$ cat src/sisa_pkg.sv
// ----------------------------------------------------------------------------
// sisa_pkg: shared types and helpers of the signed-index scatter store
// Holds the command codes, the decoded operation that travels from the front
// end to the back end, and the Q16.16 saturation helpers.
// ----------------------------------------------------------------------------
package sisa_pkg;

  // Input field widths.
  localparam int CMD_W   = 2;
  localparam int SIDX_W  = 13;
  localparam int ADDR_W  = 12;
  localparam int DATA_W  = 32;

  // Default store depth and configuration reset value (1.0 in Q16.16).
  localparam int VEC_DEPTH_DEFAULT = 4096;
  localparam logic signed [DATA_W-1:0] ALPHA_RESET = 32'sd65536;

  // Depth of the queue between front and back end.
  localparam int QUEUE_DEPTH = 2;
  localparam int QPTR_W      = 1;
  localparam int QCNT_W      = 2;

  // Command codes.
  localparam logic [CMD_W-1:0] CMD_ACC  = 2'd0;
  localparam logic [CMD_W-1:0] CMD_SET  = 2'd1;
  localparam logic [CMD_W-1:0] CMD_READ = 2'd2;

  // Operation handed from the front end to the back end.
  typedef struct packed {
    logic [CMD_W-1:0]         cmd;
    logic                     neg;
    logic                     in_range;
    logic [ADDR_W-1:0]        addr;
    logic signed [DATA_W:0]   val;   // value with the index sign applied, exact
    logic                     last;
  } op_t;

  // Clamp a 33-bit signed value to the 32-bit range.
  function automatic logic signed [DATA_W-1:0] sat33(input logic signed [DATA_W:0] v);
    logic signed [DATA_W-1:0] r;
    if (v[DATA_W] == v[DATA_W-1]) begin
      r = v[DATA_W-1:0];
    end else if (v[DATA_W]) begin
      r = {1'b1, {(DATA_W-1){1'b0}}};
    end else begin
      r = {1'b0, {(DATA_W-1){1'b1}}};
    end
    return r;
  endfunction

  // Negate with saturation: the most negative value maps to the most positive.
  function automatic logic signed [DATA_W-1:0] neg_sat32(input logic signed [DATA_W-1:0] v);
    logic signed [DATA_W:0] w;
    w = -(DATA_W+1)'(v);
    return sat33(w);
  endfunction

endpackage

$ cat src/sisa_front.sv
// ----------------------------------------------------------------------------
// sisa_front: input decode and classification
// Decodes the signed index, applies the sign to the value and drops items
// that leave the store unchanged before they reach the queue.
// ----------------------------------------------------------------------------
module sisa_front #(
  parameter int VEC_DEPTH = sisa_pkg::VEC_DEPTH_DEFAULT
) (
  input  logic                                  push,
  output logic                                  full,
  input  logic [sisa_pkg::CMD_W-1:0]            cmd,
  input  logic signed [sisa_pkg::SIDX_W-1:0]    signed_index,
  input  logic signed [sisa_pkg::DATA_W-1:0]    value,
  input  logic                                  element_end,
  input  logic                                  q_full,
  input  logic                                  clearing,
  output logic                                  enq,
  output sisa_pkg::op_t                         enq_op
);

  logic                                neg;
  logic [sisa_pkg::ADDR_W-1:0]         addr;
  logic                                in_range;
  logic signed [sisa_pkg::DATA_W:0]    val_ext;
  logic                                keep;

  // Index decode: a negative index n addresses entry -1-n, the bitwise inverse.
  assign neg      = signed_index[sisa_pkg::SIDX_W-1];
  assign addr     = neg ? ~signed_index[sisa_pkg::ADDR_W-1:0]
                        : signed_index[sisa_pkg::ADDR_W-1:0];
  assign in_range = 32'(addr) < 32'(VEC_DEPTH);
  assign val_ext  = (sisa_pkg::DATA_W+1)'(value);

  // Only reads and in-range writes have any effect downstream.
  assign keep = (cmd == sisa_pkg::CMD_READ) ||
                (((cmd == sisa_pkg::CMD_ACC) || (cmd == sisa_pkg::CMD_SET)) && in_range);

  // No transaction is taken while the queue is full or the store is cleared.
  assign full = q_full || clearing;
  assign enq  = push && !full && keep;

  always_comb begin
    enq_op.cmd      = cmd;
    enq_op.neg      = neg;
    enq_op.in_range = in_range;
    enq_op.addr     = addr;
    enq_op.val      = neg ? -val_ext : val_ext;
    enq_op.last     = element_end;
  end

endmodule

$ cat config.mk
export PLATFORM = sky130hd
export DESIGN_NAME = sisa_front
export DESIGN_NICKNAME = d
export VERILOG_FILES = /design/src/sisa_pkg.sv /design/src/sisa_front.sv
export SDC_FILE = /design/constraint.sdc
export NUM_CORES = 1
export LEC_CHECK = 0
export ABC_CLOCK_PERIOD_IN_PS = 3060
export BUFFER_PORTS_ARGS = -buffer_cell sky130_fd_sc_hd__buf_4
export CAP_MARGIN = 30
export CORE_ASPECT_RATIO = 0.7
export CORE_MARGIN = 2
export CORE_UTILIZATION = 39
export DETAILED_ROUTE_END_ITERATION = 8
export PLACE_DENSITY = 0.88
export SLEW_MARGIN = 10
export SYNTH_ARGS = -nofsm -noshare
export SYNTH_HDL_FRONTEND = slang
export SYNTH_SLANG_ARGS = --single-unit
$ cat constraint.sdc
create_clock -name vclk -period 3.06
set_clock_uncertainty 0.1 [all_clocks]
set_input_delay 0.153 -clock vclk [all_inputs]
set_output_delay 0.153 -clock vclk [all_outputs]
set_load 0.005 [all_outputs]
Word-level counts from Yosys, hierarchy flattened:

Index checks and enable logic that the tools add are counted.
Widths: inputs -> output; s select.

* register bits: 0
* output and inout port bits: 52
* word-level logic and storage cells: 13

* $add $sub $neg: 1
* equal/unequal tests: 2
* multiplexer cells: 2
* bitwise logic cells: 1
* reductions and logical operators: 7

Operators with widths (number)
* $mux 33: 1
* $neg 32->33: 1
* $mux 12: 1
* $not 12->12: 1
* $logic_or 1x1->1: 3
* $eq 2x1->1 const B: 1
* $eq 2x2->1 const B: 1
* $logic_and 1x1->1: 2
* $logic_not 2->1: 1
* $logic_not 1->1: 1

Logic depth before layout (Yosys ltp):

* depth after elaboration: 4
* depth in mapped cells: 7
* gate-level depth less buffers: 7

Worst setup path before layout:

No wires, ideal clock.

* path type: input to output
* start point: in value[1] in the netlist's numbering
* end point: out enq_op[13] in the netlist's numbering
* arrival time: 1.664 ns
* data required time: 2.807 ns
* path slack: 1.143 ns
* stages: 7
* path through: inv_1 -> ha_1 -> or3b_4 -> or4_1 -> clkbuf_2 -> o31ai_1 -> xnor2_1

RTL lines
* start: declaration: line sisa_front.sv:13 `input logic signed [sisa_pkg::DATA_W-1:0] value,`
* end: declaration: line sisa_front.sv:18 `output sisa_pkg::op_t enq_op`

==> qor.csv <==
stage;metric;value;unit
layout;multi_input_area;845;sq um
pwr;peakVddDrop;0.0780;mV
layout;area_growth;77.8;%
pwr;pwr_density_cell;161;nW/um^2
floorplan;core-area;2190;sq um
synthesis;avgSynthCellArea;7.78;sq um
timing;period_share;0.774;
worst_hold_path;holdPathStages;0;
placement;port_buffers;100;
layout;regArea;0;sq um
synthesis;netlist_area;926;sq um
route;vias;1214;
global_routing;grt_util_all_layers;0.230;
layout;final_nets;261;
setup_path;endpoint_kind;primary output;
layout;mostFrequentLayoutCells;100 x buf_4, 30 x xnor2_1, 12 x xor2_1;
setup_path;critPathKind;in -> out;
timing;rsz0062_at_grt;no;
route;wl_per_cell;13.7;microns
timing;fin_tns_setup;0;ns
layout;n_sequential_cell;0;
global_routing;grt_pass1_vias;1146;
setup_path;critPathRequiredTime;2.81;ns
layout;drive_gt1_frac;0.565;
placement;dp_hpwl;2820;microns
floorplan;pin_count;103;
timing;layout_min_cycle_time;2.37;ns
route;via_per_inst;5.08;
layout;layout_commonest_cell;buf_4;
synthesis;post_synth_num_cell_types;34;
pwr;power.leakage;0.733;nW
timing;setup_violations;0;
worst_hold_path;min_path_type;in -> out;
route;drt-initial-drc-count;28;
floorplan;die_w;62.2;microns
synthesis;syn_inst;119;
synthesis;ys_warn_count;0;
setup_path;worstPathMaxFanout;7;
clock_tree;post-cts-setup-buffers;0;
layout;fillCellCount;174;
run;max_cap_violations;0;
route;ant_nets;0;
timing;worstMarginPinSlew;0.504;ns
floorplan;die_area;2790;sq um
timing;slew_violations;0;
global_routing;grt_overflow_total;0;
timing;clock.fmax;422;MHz
pwr;power.total;0.000266;W
synthesis;yosysSeqAreaShare;0;
global_routing;antenna_found_initial;0;
global_routing;grt_pass1_wl;5320;microns
placement;gp_congestion;0.732;
clock_tree;ctsHoldBuffers;0;
run_status;outcome;finished, final reports clean;
layout;diodes;0;
floorplan;num_rows;14;
floorplan;die_h;44.8;microns
timing;timing.slew.headroom;0.664;
route;finalWirelength;3280;microns
setup_path;crit_arrival;2.12;ns
synthesis;synthesis.nets;171;
route;first_pass_iters;4;
global_routing;grt_max_degree;48;
route;drcViolationCount;0;
clock_tree;ctsResizeCount;0;
setup_path;start_kind;input pin;
layout;post-route-util;0.752;
timing;final-hold-violation-count;0;
layout;n_clock_buffer;0;
floorplan;initial_core_util;0.423;
## logic make-up after synthesis
kind of cell / Yosys count / share of synthesized area
other: 1 / 0.00405
AO/OA/AOI/OAI: 28 / 0.231
XOR/XNOR: 42 / 0.397
adder cells (fa/ha/maj): 1 / 0.0135
AND/OR/NAND/NOR: 32 / 0.266
buffers and inverters: 15 / 0.0878
## synthesized netlist by cell type (2+ instances only)
cell      instances  area share
xnor2_1          30        0.28
clkbuf_1          2      0.0081
o31ai_2           2       0.027
nand2_2           2       0.014
o31ai_1           7       0.057
nor4_4            2       0.046
nand2_1           8       0.032
o21ai_0          10       0.054
o21ai_1           4       0.022
or4_1             2       0.016
or4_4             4       0.049
xor2_1           12        0.11
buf_1             2      0.0081
or3_1             3       0.020
o41ai_2           3       0.053
buf_4             6       0.049
inv_1             3       0.012
## path summary, 6_finish.rpt
path	endpoint	slack, ns	from
max	enq_op[11]	0.69	value[1]
min	enq_op[0]	0.21	element_end
## through the flow
step	setup WS, ns	std cells	hold slack (ns)	area (sq um)
5_1_grt	0.569	239	0.206	1650
3_5_place_dp	0.683	239	0.206	1650
6_report	0.691	239	0.206	1650
4_1_cts	0.680	239	0.206	1650
2_1_floorplan	1.14	119	0.257	926
3_3_place_gp	0.820	239	0.206	1650
## routing by layer
layer / share of wire / vias up / track usage / wire, microns
met5: 0 / - / 0 / 0
met1: 0.37 / 562 / 0.258 / 1200
met4: 0.0070 / 0 / 0.0178 / 23
met2: 0.55 / 53 / 0.489 / 1810
li1: - / 597 / - / -
met3: 0.074 / 2 / 0.0374 / 243
## worst max-delay path, cell delays in order
cell,delay (ns)
buf_4,0.12
inv_1,0.07
ha_1,0.14
or3b_4,0.39
or4_1,0.58
o41ai_2,0.33
xnor2_1,0.18
buf_4,0.14
## report_power, final
group	switching, W	internal, W
Combinational	0.000107	0.000159
Sequential	0	0
Clock	0	0
Total	0.000107	0.000159
## area by class of cell
type | count | share of cell area
Multi-Input combinational cell | 104 | 0.513
Timing Repair Buffer | 100 | 0.456
Tap cell | 32 | 0.0243
Inverter | 3 | 0.00684
(Power assumes the default switching activity.)
