File: config.mk
export PLATFORM = sky130hd
export DESIGN_NAME = sisa_queue
export DESIGN_NICKNAME = d
export VERILOG_FILES = /design/src/sisa_pkg.sv /design/src/sisa_queue.sv
export SDC_FILE = /design/constraint.sdc
export NUM_CORES = 1
export LEC_CHECK = 0
export ABC_AREA = 0
export BUFFER_PORTS_ARGS = -buffer_cell sky130_fd_sc_hd__buf_2
export CELL_PAD_IN_SITES_DETAIL_PLACEMENT = 1
export CELL_PAD_IN_SITES_GLOBAL_PLACEMENT = 1
export CORE_MARGIN = 2
export CORE_UTILIZATION = 46
export CTS_CLUSTER_SIZE = 40
export DETAILED_ROUTE_END_ITERATION = 8
export PLACE_DENSITY = 0.84
export SLEW_MARGIN = 20
export SYNTH_ARGS = -nofsm -noshare
export SYNTH_HDL_FRONTEND = slang
export SYNTH_SLANG_ARGS = --single-unit
File: constraint.sdc
create_clock -name clk -period 5.5 [get_ports clk]
set_input_delay 0 -clock clk [delete_from_list [all_inputs] [get_ports clk]]
set_output_delay 0 -clock clk [all_outputs]
set_load 0.02 [all_outputs]
File: src/sisa_pkg.sv
// ----------------------------------------------------------------------------
// sisa_pkg: shared types and helpers of the signed-index scatter store
// Holds the command codes, the decoded operation that travels from the front
// end to the back end, and the Q16.16 saturation helpers.
// ----------------------------------------------------------------------------
package sisa_pkg;

  // Input field widths.
  localparam int CMD_W   = 2;
  localparam int SIDX_W  = 13;
  localparam int ADDR_W  = 12;
  localparam int DATA_W  = 32;

  // Default store depth and configuration reset value (1.0 in Q16.16).
  localparam int VEC_DEPTH_DEFAULT = 4096;
  localparam logic signed [DATA_W-1:0] ALPHA_RESET = 32'sd65536;

  // Depth of the queue between front and back end.
  localparam int QUEUE_DEPTH = 2;
  localparam int QPTR_W      = 1;
  localparam int QCNT_W      = 2;

  // Command codes.
  localparam logic [CMD_W-1:0] CMD_ACC  = 2'd0;
  localparam logic [CMD_W-1:0] CMD_SET  = 2'd1;
  localparam logic [CMD_W-1:0] CMD_READ = 2'd2;

  // Operation handed from the front end to the back end.
  typedef struct packed {
    logic [CMD_W-1:0]         cmd;
    logic                     neg;
    logic                     in_range;
    logic [ADDR_W-1:0]        addr;
    logic signed [DATA_W:0]   val;   // value with the index sign applied, exact
    logic                     last;
  } op_t;

  // Clamp a 33-bit signed value to the 32-bit range.
  function automatic logic signed [DATA_W-1:0] sat33(input logic signed [DATA_W:0] v);
    logic signed [DATA_W-1:0] r;
    if (v[DATA_W] == v[DATA_W-1]) begin
      r = v[DATA_W-1:0];
    end else if (v[DATA_W]) begin
      r = {1'b1, {(DATA_W-1){1'b0}}};
    end else begin
      r = {1'b0, {(DATA_W-1){1'b1}}};
    end
    return r;
  endfunction

  // Negate with saturation: the most negative value maps to the most positive.
  function automatic logic signed [DATA_W-1:0] neg_sat32(input logic signed [DATA_W-1:0] v);
    logic signed [DATA_W:0] w;
    w = -(DATA_W+1)'(v);
    return sat33(w);
  endfunction

endpackage

File: src/sisa_queue.sv
// ----------------------------------------------------------------------------
// sisa_queue: short operation queue between front and back end
// A two-entry register queue that lets either side stall on its own.
// ----------------------------------------------------------------------------
module sisa_queue (
  input  logic          clk,
  input  logic          rst,
  input  logic          enq,
  input  sisa_pkg::op_t enq_op,
  output logic          q_full,
  input  logic          deq,
  output logic          q_empty,
  output sisa_pkg::op_t head_op
);

  sisa_pkg::op_t                 slots [sisa_pkg::QUEUE_DEPTH];
  logic [sisa_pkg::QPTR_W-1:0]   wr_ptr;
  logic [sisa_pkg::QPTR_W-1:0]   rd_ptr;
  logic [sisa_pkg::QCNT_W-1:0]   count;

  assign q_full  = count == sisa_pkg::QCNT_W'(sisa_pkg::QUEUE_DEPTH);
  assign q_empty = count == '0;
  assign head_op = slots[rd_ptr];

  // Pointers and fill count.
  always_ff @(posedge clk) begin
    if (rst) begin
      wr_ptr <= '0;
      rd_ptr <= '0;
      count  <= '0;
    end else begin
      if (enq) begin
        wr_ptr <= wr_ptr + 1'b1;
      end
      if (deq) begin
        rd_ptr <= rd_ptr + 1'b1;
      end
      if (enq && !deq) begin
        count <= count + 1'b1;
      end else if (deq && !enq) begin
        count <= count - 1'b1;
      end
    end
  end

  // Slot storage needs no reset.
  always_ff @(posedge clk) begin
    if (enq) begin
      slots[wr_ptr] <= enq_op;
    end
  end

endmodule

# --- After elaboration in Yosys (flattened, before gate mapping) ---
# Memory sizes are Yosys's and may differ from the RTL's. A register that Yosys moved wholly into a read port is not among the register bits.
# Index checks and enable logic that the tools add are counted.
classes:
  add_sub_neg: 4
  eq_ne: 1
  mux: 6
  reduce_logical: 6
op_table:
  columns: ["cell", "n"]
  rows:
  - ["2-to-1 mux 1 bit", 4]
  - ["2-to-1 mux 2 bit", 2]
  - ["adder 1 bit (second input constant)", 2]
  - ["adder 2 x 1 -> 2 bit (second input constant)", 1]
  - ["equality test 2 bit (second input constant)", 1]
  - ["logical AND 1 bit", 2]
  - ["zero test 1 bit", 2]
  - ["zero test 2 bit", 1]
  - ["nonzero test 2 bit", 1]
  - ["subtractor 2 x 1 -> 2 bit (second input constant)", 1]
totals:
  ff_bits: 4
  mem_bits_rw: 100
  inputBits: 54
  out_inout_bits: 52
  n_memories: 1
memory_table:
  columns: ["memory", "words", "word_bits", "read_ports", "rd_ports_with_merged_regs", "wr", "line", "rtl"]
  rows:
  - ["slots", 2, 50, 1, 1, 1, "sisa_queue.sv:16", "sisa_pkg::op_t slots [sisa_pkg::QUEUE_DEPTH];"]

# --- Longest topological paths before layout ---
depth:
  word_depth: 4
  mapped_depth: 5
  ltp_nobuf: 5

# --- Least setup slack after synthesis ---
# OpenSTA, ideal clock, no wires.
synth_path:
  path_kind: "reg2reg"
  startpoint: "register wr_ptr"
  endpoint: "memory slots[0][0] (netlist name) (enable)"
  arrival_time_ps: 2558
  required_ps: 5036
  path_slack_ps: 2478
  path_stages_with_launch: 2
  path_buffers: 0
  synth_period_minus_slack_ps: 3022
  cell_sequence: "dfxtp_1 -> nor2b_1"
synth_rtl:
  columns: ["element", "line", "rtl"]
  rows:
  - ["start, declared", "sisa_queue.sv:17", "logic [sisa_pkg::QPTR_W-1:0] wr_ptr;"]
  - ["start signal, assigned", "sisa_queue.sv:33", "wr_ptr <= wr_ptr + 1'b1;"]
  - ["end, declared", "sisa_queue.sv:16", null]
# No word-level cell before the write port.

==> results.md <==
- Sequential power share: 55.5%
- Antenna Cells: 0
- PortBufs: ~110
- Crit path max fanout: 30
- First-pass GRT wire length: about 12000 um
- Nets@finish: 400
- Switching Share: a little under a quarter
- Fill count: 737
- Setup crit end kind: output pin
- Die Width: 94.9 um
- Sw power: 408 uW
- Clock power frac: 29.8%
- Synthesized flop and latch total: about 110
- Synth Area per Inst: ~21 um^2
- Worst path required time: ~5.5 ns
- Clock-pin slew on the worst setup and hold paths: between 0.1 and 0.15 ns
- CTS H-tree depth: 3
- Rel. slew slack: around three fifths
- Cells after Synth: between 150 and 200
- Tmin final: ~2.0 ns
- Area contributors post-synth: edfxtp_1, mux2_2, dfxtp_1, mux2_1, buf_2
- Ports: ~110
- Initial antenna violation count: 0
- Crit path capture: head_op[47]
- Die area: about 9000 um^2
- P&R area growth vs syn: 37.2%
- Worst slack, placed: ~3.7 ns
- Hold Crit Class: in -> reg
- Starting DRT DRC Count: 75
- Die extent in y: between 90 and 100 um
- Distinct cell type count after synthesis: 16
- Clock sinks: about 110
- Fin crit share: 36.8%
- Initial Util: a little under half
- Clock Tree Buf Depth: 2
- Synth Cell Area: ~3800 um^2
- DRC viols: 0
- Tightest Pin Transition: between 0.5 and 0.6 ns
- Worst path arrival time: a little over 2 ns
- Via density: 4.72
- CTS root buf: clkbuf_8
- RSZ-0062 raised after global routing: false
- PwrDens: ~330 nW/um^2
- Synth Net Count: between 200 and 250
- Synth warn: 0
- Peak VDD IR: around 0.2 mV
- DRT Pass-1 Iters: 4
- Setup TNS: 0 ns
- Post-CTS Repair Setup Buffers: 0
- Routed Antenna Nets: 0
- Reg-to-Reg Start: wr_ptr
- Worst-Skew Late Latency: roughly 0.35 ns
- Post-DR wirelength/cell: around 17 um
- WL final: 7760 um
- FP Rows: 33
- CTS tree: built
- Dpl hpwl: 4700 um
- Total grt overflow: 0
- Total CTS buffers: 9
- GR Util All Layers: 17.6%
- Placeable Area: 8130 um^2
- Commonest non-fill, non-tap cell in the layout: buf_2
- Endpoints failing hold: 0
- Pint: 1.30 mW
- Worst r2r dst: slots[1][47]
- Commonest non-fill, non-tap cells in the layout: buf_2, edfxtp_1, dlygate4sd3_1
- Vias in the first global route: between 2000 and 2500
- Fin worst setup slack: between 3 and 4 ns
- Pin count of the biggest net entering global routing: 32
- Sequential fraction of the synthesis area: around four fifths
- Logic pwr share: around 15%
- Startpoint Class: flop
- Reg2Reg Depth: 2
- Synth top area share: around four fifths
- FMAX: around 490 MHz
- Share of cells above drive strength 1: approximately half
- Fin. max-slew vios: 0
- MaxCap Viol Count: 0
- Crit path kind: reg -> out
- Synth area leader: edfxtp_1
- Status: finished, final reports clean
- Via count: approximately 2100
- Reg-to-reg slack, setup: 3.73 ns
- Leakage: slightly below 2 nW
- Final setup viols: 0
- Placer Congestion: between 0.6 and 0.7
- Clock Skews: between 0.01 and 0.015 ns
## area by class of cell
cell class                      instances  area, um^2  area share, %
Multi-Input combinational cell         66         676           12.9
Tap cell                              105         131           2.52
Timing Repair Buffer                  162        1090           20.9
Inverter                                1        3.75         0.0719
Clock inverter                          6        88.8           1.70
Clock buffer                           10         128           2.44
Sequential cell                       105        3100           59.5
## worst max-delay path, cell delays in order, from the launching register on
cell and delay, ns:
dfxtp_2 0.65, buf_4 0.47, mux2_1 0.38, buf_2 0.17
## through the flow
step	util (%)	hold WS, ns	cell area, um^2	power (mW)	cells
2_1_floorplan	-	0.0691	3800	1.10	178
3_3_place_gp	54.9	0.189	4460	1.18	385
3_5_place_dp	54.9	0.193	4460	1.19	385
4_1_cts	64.2	0.350	5220	1.73	455
5_1_grt	64.2	0.369	5220	1.77	455
6_report	64.2	0.375	5220	1.71	455
## synthesized netlist by cell type
master and count:
a21oi_1 1, and2_1 1, and2b_2 1, buf_2 6, dfxtp_1 5, edfxtp_1 100, ha_1 1, inv_1 1
mux2_1 4, mux2_2 46, nor2_1 5, nor2b_1 1, o21ai_0 1, or3_1 1, xnor2_1 2, xor2_1 2
## state kept, by name, indices dropped and copies added (netlist names), named ones only
register,cells
count,2
slots,100
wr_ptr,1
rd_ptr,1
## metal layers
metal,global-route usage [%],vias up,share of wire (%)
li1,-,1026,-
met5,0,-,0
met4,5.80,0,0.90
met3,2.95,7,3.7
met1,20.0,1049,40
met2,33.5,64,55
## logic make-up (layout without fill, tap and decap cells)
family                     count (synthesis)  count (layout)  share of synthesized area, %
DFF                                      105             105                          81.6
muxes                                     50              50                          14.8
and+or+nand+nor                            9               9                          1.22
buffers and inverters                      7             179                         0.888
xor gates and xnor gates                   4               4                         0.921
AOI/OAI and AO/OA                          2               2                         0.263
adders and majority gates                  1               1                         0.329
## power groups by stage
stage | sequential, mW | combinational, mW | clock [mW]
final | 0.950 | 0.252 | 0.510
after global routing | 0.956 | 0.270 | 0.547
after CTS | 0.951 | 0.252 | 0.522
after detailed placement | 0.969 | 0.221 | 0
after global placement | 0.964 | 0.216 | 0
after floorplan | 0.959 | 0.145 | 0
## worst min path at each step
stage                     startpoint            to  depth (start not counted)
after floorplan                  rst      count[1]                          1
after global placement     enq_op[2]   slots[1][2]                          1
after detailed placement  enq_op[21]  slots[0][21]                          1
after CTS                  enq_op[3]   slots[1][3]                          2
after global routing      enq_op[30]  slots[0][30]                          2
final                     enq_op[42]  slots[1][42]                          2
## what timing repair did
action / in CTS / in global routing
hold buffers: 54 / 0
resized for setup: 0 / 0
endpoints found under the hold margin: 105 / 0
Note: power is estimated with default switching activity, not from simulation.
